==> src/hw/rtl/tta_pkg.sv <==
// ----------------------------------------------------------------------------
// tta_pkg
// Shared widths, codes and command/status types of the tag allocator.
// ----------------------------------------------------------------------------
package tta_pkg;

  localparam int TAG_COUNT   = 256;
  localparam int QUEUE_DEPTH = 16;

  localparam int TAG_W     = $clog2(TAG_COUNT);
  localparam int GRP_W     = TAG_W / 2;
  localparam int GRP_SIZE  = 1 << GRP_W;
  localparam int GRP_COUNT = TAG_COUNT / GRP_SIZE;
  localparam int CNT_W     = $clog2(TAG_COUNT + 1);
  localparam int REF_W     = 16;
  localparam int QA_W      = $clog2(QUEUE_DEPTH);
  localparam int LVL_W     = $clog2(QUEUE_DEPTH + 1);

  typedef enum logic [1:0] {
    ACT_ISSUE   = 2'd0,
    ACT_RESP    = 2'd1,
    ACT_TIMEOUT = 2'd2,
    ACT_NONE    = 2'd3
  } action_t;

  typedef enum logic [2:0] {
    KIND_ISSUED   = 3'd0,
    KIND_QUEUED   = 3'd1,
    KIND_DONE     = 3'd2,
    KIND_TIMEOUT  = 3'd3,
    KIND_IGNORED  = 3'd4,
    KIND_REJECTED = 3'd5
  } kind_t;

  typedef struct packed {
    logic load;
    logic seek;
    logic pick;
    logic push;
    logic reject;
    logic ignore;
    logic release_tag;
    logic report;
    logic drain;
  } cmd_t;

  typedef struct packed {
    action_t act;
    logic    full;
    logic    q_full;
    logic    tag_hit;
    logic    pending;
  } status_t;

  // lowest set bit of one group
  function automatic logic [GRP_W-1:0] low_index(input logic [GRP_SIZE-1:0] v);
    logic [GRP_W-1:0] idx;
    idx = '0;
    for (int i = GRP_SIZE - 1; i >= 0; i--) begin
      if (v[i]) idx = GRP_W'(i);
    end
    return idx;
  endfunction

endpackage

==> src/hw/rtl/tta_ctrl.sv <==
// ----------------------------------------------------------------------------
// tta_ctrl
// Sequencer: decodes the item and steps the datapath through search,
// release, report and queue drain, or has it queue, reject or ignore it.
// ----------------------------------------------------------------------------
module tta_ctrl import tta_pkg::*; (
  input  logic    clk,
  input  logic    rst,
  input  logic    start,
  output logic    busy,
  input  status_t stat,
  output cmd_t    cmd
);

  typedef enum logic [4:0] {
    S_IDLE   = 5'b00001,
    S_DECODE = 5'b00010,
    S_PICK   = 5'b00100,
    S_REPORT = 5'b01000,
    S_DRAIN  = 5'b10000
  } state_t;

  state_t state, state_next;

  always_ff @(posedge clk) begin
    if (rst) begin
      state <= S_IDLE;
    end else begin
      state <= state_next;
    end
  end

  always_comb begin
    cmd        = '0;
    state_next = state;
    unique case (state)
      S_IDLE: begin
        if (start) begin
          cmd.load   = 1'b1;
          state_next = S_DECODE;
        end
      end
      S_DECODE: begin
        state_next = S_IDLE;
        unique case (stat.act) inside
          ACT_ISSUE: begin
            if (!stat.full) begin
              cmd.seek   = 1'b1;
              state_next = S_PICK;
            end else if (!stat.q_full) begin
              cmd.push = 1'b1;
            end else begin
              cmd.reject = 1'b1;
            end
          end
          ACT_RESP, ACT_TIMEOUT: begin
            if (stat.tag_hit) begin
              cmd.release_tag = 1'b1;
              state_next      = S_REPORT;
            end else begin
              cmd.ignore = 1'b1;
            end
          end
          default: begin
            cmd.ignore = 1'b1;
          end
        endcase
      end
      S_PICK: begin
        cmd.pick   = 1'b1;
        state_next = S_IDLE;
      end
      S_REPORT: begin
        cmd.report = 1'b1;
        state_next = stat.pending ? S_DRAIN : S_IDLE;
      end
      S_DRAIN: begin
        cmd.drain  = 1'b1;
        state_next = S_IDLE;
      end
      default: begin
        state_next = S_IDLE;
      end
    endcase
  end

  assign busy = (state != S_IDLE);

endmodule

==> config.mk <==
export PLATFORM = sky130hd
export DESIGN_NAME = tta_ctrl
export DESIGN_NICKNAME = d
export VERILOG_FILES = /design/src/hw/rtl/tta_pkg.sv /design/src/hw/rtl/tta_ctrl.sv
export SDC_FILE = /design/constraint.sdc
export NUM_CORES = 1
export LEC_CHECK = 0
export BUFFER_PORTS_ARGS = -buffer_cell sky130_fd_sc_hd__buf_2
export CORE_AREA = 5 5 42 44
export DETAILED_ROUTE_END_ITERATION = 10
export DIE_AREA = 0 0 47 49
export HOLD_SLACK_MARGIN = 0.08
export PLACE_DENSITY = 0.62
export SLEW_MARGIN = 10
export SYNTH_ARGS = -nofsm -noshare
export SYNTH_HDL_FRONTEND = slang
export SYNTH_SLANG_ARGS = --single-unit
==> constraint.sdc <==
create_clock -name clk -period 2.46 [get_ports clk]
set_input_delay 0.123 -clock clk [delete_from_list [all_inputs] [get_ports clk]]
set_output_delay 0.123 -clock clk [all_outputs]
set_load 0.01 [all_outputs]
==> impl_metrics.json <==
{
  "netlist_instances": 41,
  "grt_pass1_vias": 372,
  "drv_slew": 0,
  "portBuffers": 18,
  "core-area_um2": 1400,
  "max_slew_margin": 0.793,
  "drtPass1Iterations": 4,
  "cts.reportedPaths.clkPinSlew_ns": 0.04,
  "whs_path_depth": 2,
  "syn_avg_cell_area_um2": 8.88,
  "path_class": "register to output port",
  "synth_area_leaders": "dfxtp_1 27%, nor2_1 7.2%, ha_1 6.9%",
  "cts_buffers": 3,
  "drc": 0,
  "cp.required_ns": 2.34,
  "diodes": 0,
  "leakagePower_uw": 0.000245,
  "fp.dieH_um": 49,
  "clkPwrFrac": 0.381,
  "n_fill_cell": 163,
  "rows": 14,
  "overflow": 0,
  "ir_drop_mv": 0.167,
  "start_kind": "register",
  "die-area_um2": 2300,
  "layout.nets": 75,
  "fin_cells": 79,
  "comb_power_share": 0.232,
  "fp.dieW_um": 47,
  "tightestPinTransition_ns": 0.311,
  "insertion_delay_ns": 0.24,
  "cp_max_fo": 6,
  "holdCritPathClass": "input port to register",
  "fin_crit_sh": 0.588,
  "setup-violations-final": 0,
  "cts_resized": 0,
  "htreeDepth": 1,
  "power_density_nw_per_um2": 487,
  "pre_cts_ws_ns": 1.25,
  "post-dp-hpwl_um": 717,
  "ios": 19,
  "via_per_inst": 4.75,
  "max_freq_mhz": 692,
  "vias": 375,
  "area_delta_synth_final_pct": 37.5,
  "drv_cap": 0,
  "largestRegisters": "state x5",
  "yosysWarnings": 0,
  "hold_viol": 0,
  "drt_wl_total_um": 875,
  "status": "complete, no violations",
  "clockBufferDepth": 2,
  "wl_per_cell_um": 11.1,
  "start_util": 0.260,
  "timing.hold.ws_ns": 0.109,
  "post_cts_buffers": 0,
  "grtUsageTotal": 0.0889,
  "synthFlopType": "dfxtp_1",
  "end_kind": "output port",
  "async_flop_share": 0,
  "rsz0062_at_grt": "false",
  "seq_power_share": 0.387,
  "first_iter_violations": 4,
  "syn_nets": 52,
  "finalClockSkew_ns": 0.000474,
  "synth_edf_count": 0,
  "switching_share": 0.284,
  "ys_ff_latch": 5,
  "intPower_uw": 175,
  "yosysSeqAreaShare": 0.275,
  "reg2reg_depth": 3,
  "grt_max_degree": 9,
  "gp_congestion": 0.749,
  "cp.arrival_ns": 1.32,
  "synth.distinct_cells": 26,
  "synth_top_area_cell": "dfxtp_1",
  "final.setup.tns_ns": 0,
  "placed_area_um2": 474,
  "cts-root-buf": "clkbuf_4",
  "antenna_found_initial": 0,
  "fin_crit_ns": 1.45,
  "grt_pass1_wl_um": 1470,
  "cts_tree": "built",
  "drive_gt1_frac": 0.413,
  "p_switching_uw": 69.2,
  "antenna_left": 0,
  "synth_top_area_share": 0.275,
  "postCtsHoldBufs": 0,
  "largest_reg_flops": 5,
  "clkSinkCount": 5,
  "stdcell_area_um2": 500,
  "fin_ws_ns": 1.01,
  "largest_register": "state",
  "synth_area_um2": 364,
  "placedCellCount": 75
}
## critical path: stages, from the launching register on
cell     delay (ns)
dfxtp_1        0.36
nor3_4         0.25
nand3_2        0.14
nor3b_2        0.18
buf_2          0.14
## path summary, 6_finish.rpt
check                              from               endpoint  slack (ns)
hold / removal                  stat[3]  state[2]$_SDFFE_PP0P_        0.11
hold reg to reg   state[2]$_SDFFE_PP0P_  state[4]$_SDFFE_PP0P_        0.51
setup / recovery  state[4]$_SDFFE_PP0P_                 cmd[5]        1.01
setup reg to reg  state[0]$_SDFFE_PP1P_  state[0]$_SDFFE_PP1P_        1.40
## metrics by stage
| stage | util | total power, uW |
|---|---|---|
| floorplan | - | 131 |
| global placement | 0.338 | 152 |
| detailed placement | 0.338 | 153 |
| CTS | 0.357 | 251 |
| global route | 0.357 | 259 |
| finish | 0.357 | 244 |
## area by class of cell
class	count	area, um2	share of cell area
clock buffer	4	26.3	0.0525
inverter	3	11.3	0.0225
multi-input combinational	33	253	0.505
sequential	5	100	0.200
tap	16	20.0	0.0400
timing repair buffer	18	90.1	0.180
## kinds of logic (layout without fill, tap and decap cells)
family / count (synthesis) / after routing / share of synthesized area
AOI/OAI and AO/OA: 4 / 4 / 0.0722
xor gates and xnor gates: 1 / 1 / 0.0241
adders and majority gates: 2 / 2 / 0.0687
buffers and inverters: 3 / 25 / 0.0309
DFF: 5 / 5 / 0.275
and+or+nand+nor: 26 / 26 / 0.529
## layout by cell type, fill, tap and decap left out, types with 2 or more instances in the layout
cell / netlist / routed
buf_2: 0 / 18
nor2_1: 7 / 7
dfxtp_1: 5 / 5
inv_1: 3 / 3
clkbuf_4: 0 / 3
nand2_1: 2 / 2
nor4_1: 2 / 2
ha_1: 2 / 2
## Yosys cell counts (2+ instances only)
master / instances
ha_1: 2
nor2_1: 7
dfxtp_1: 5
nor4_1: 2
nand2_1: 2
inv_1: 3
## power by group through the flow
stage	clock, uW	sequential, uW	combinational [uW]
5_1_grt	99.4	95.1	65.1
3_5_place_dp	0	95.7	57.4
4_1_cts	98.9	94.3	57.7
2_1_floorplan	0	93.3	37.2
6_report	92.9	94.3	56.5
3_3_place_gp	0	95.1	56.9
## metal layers
metal / track usage / vias to the layer above / part of all wire
li1: - / 194 / -
met1: 0.113 / 163 / 0.45
met2: 0.120 / 18 / 0.46
met3: 0.00369 / 0 / 0.090
met4: 0.0968 / 0 / 0
met5: 0 / - / 0
No activity file was read; power rests on OpenSTA's default activity.
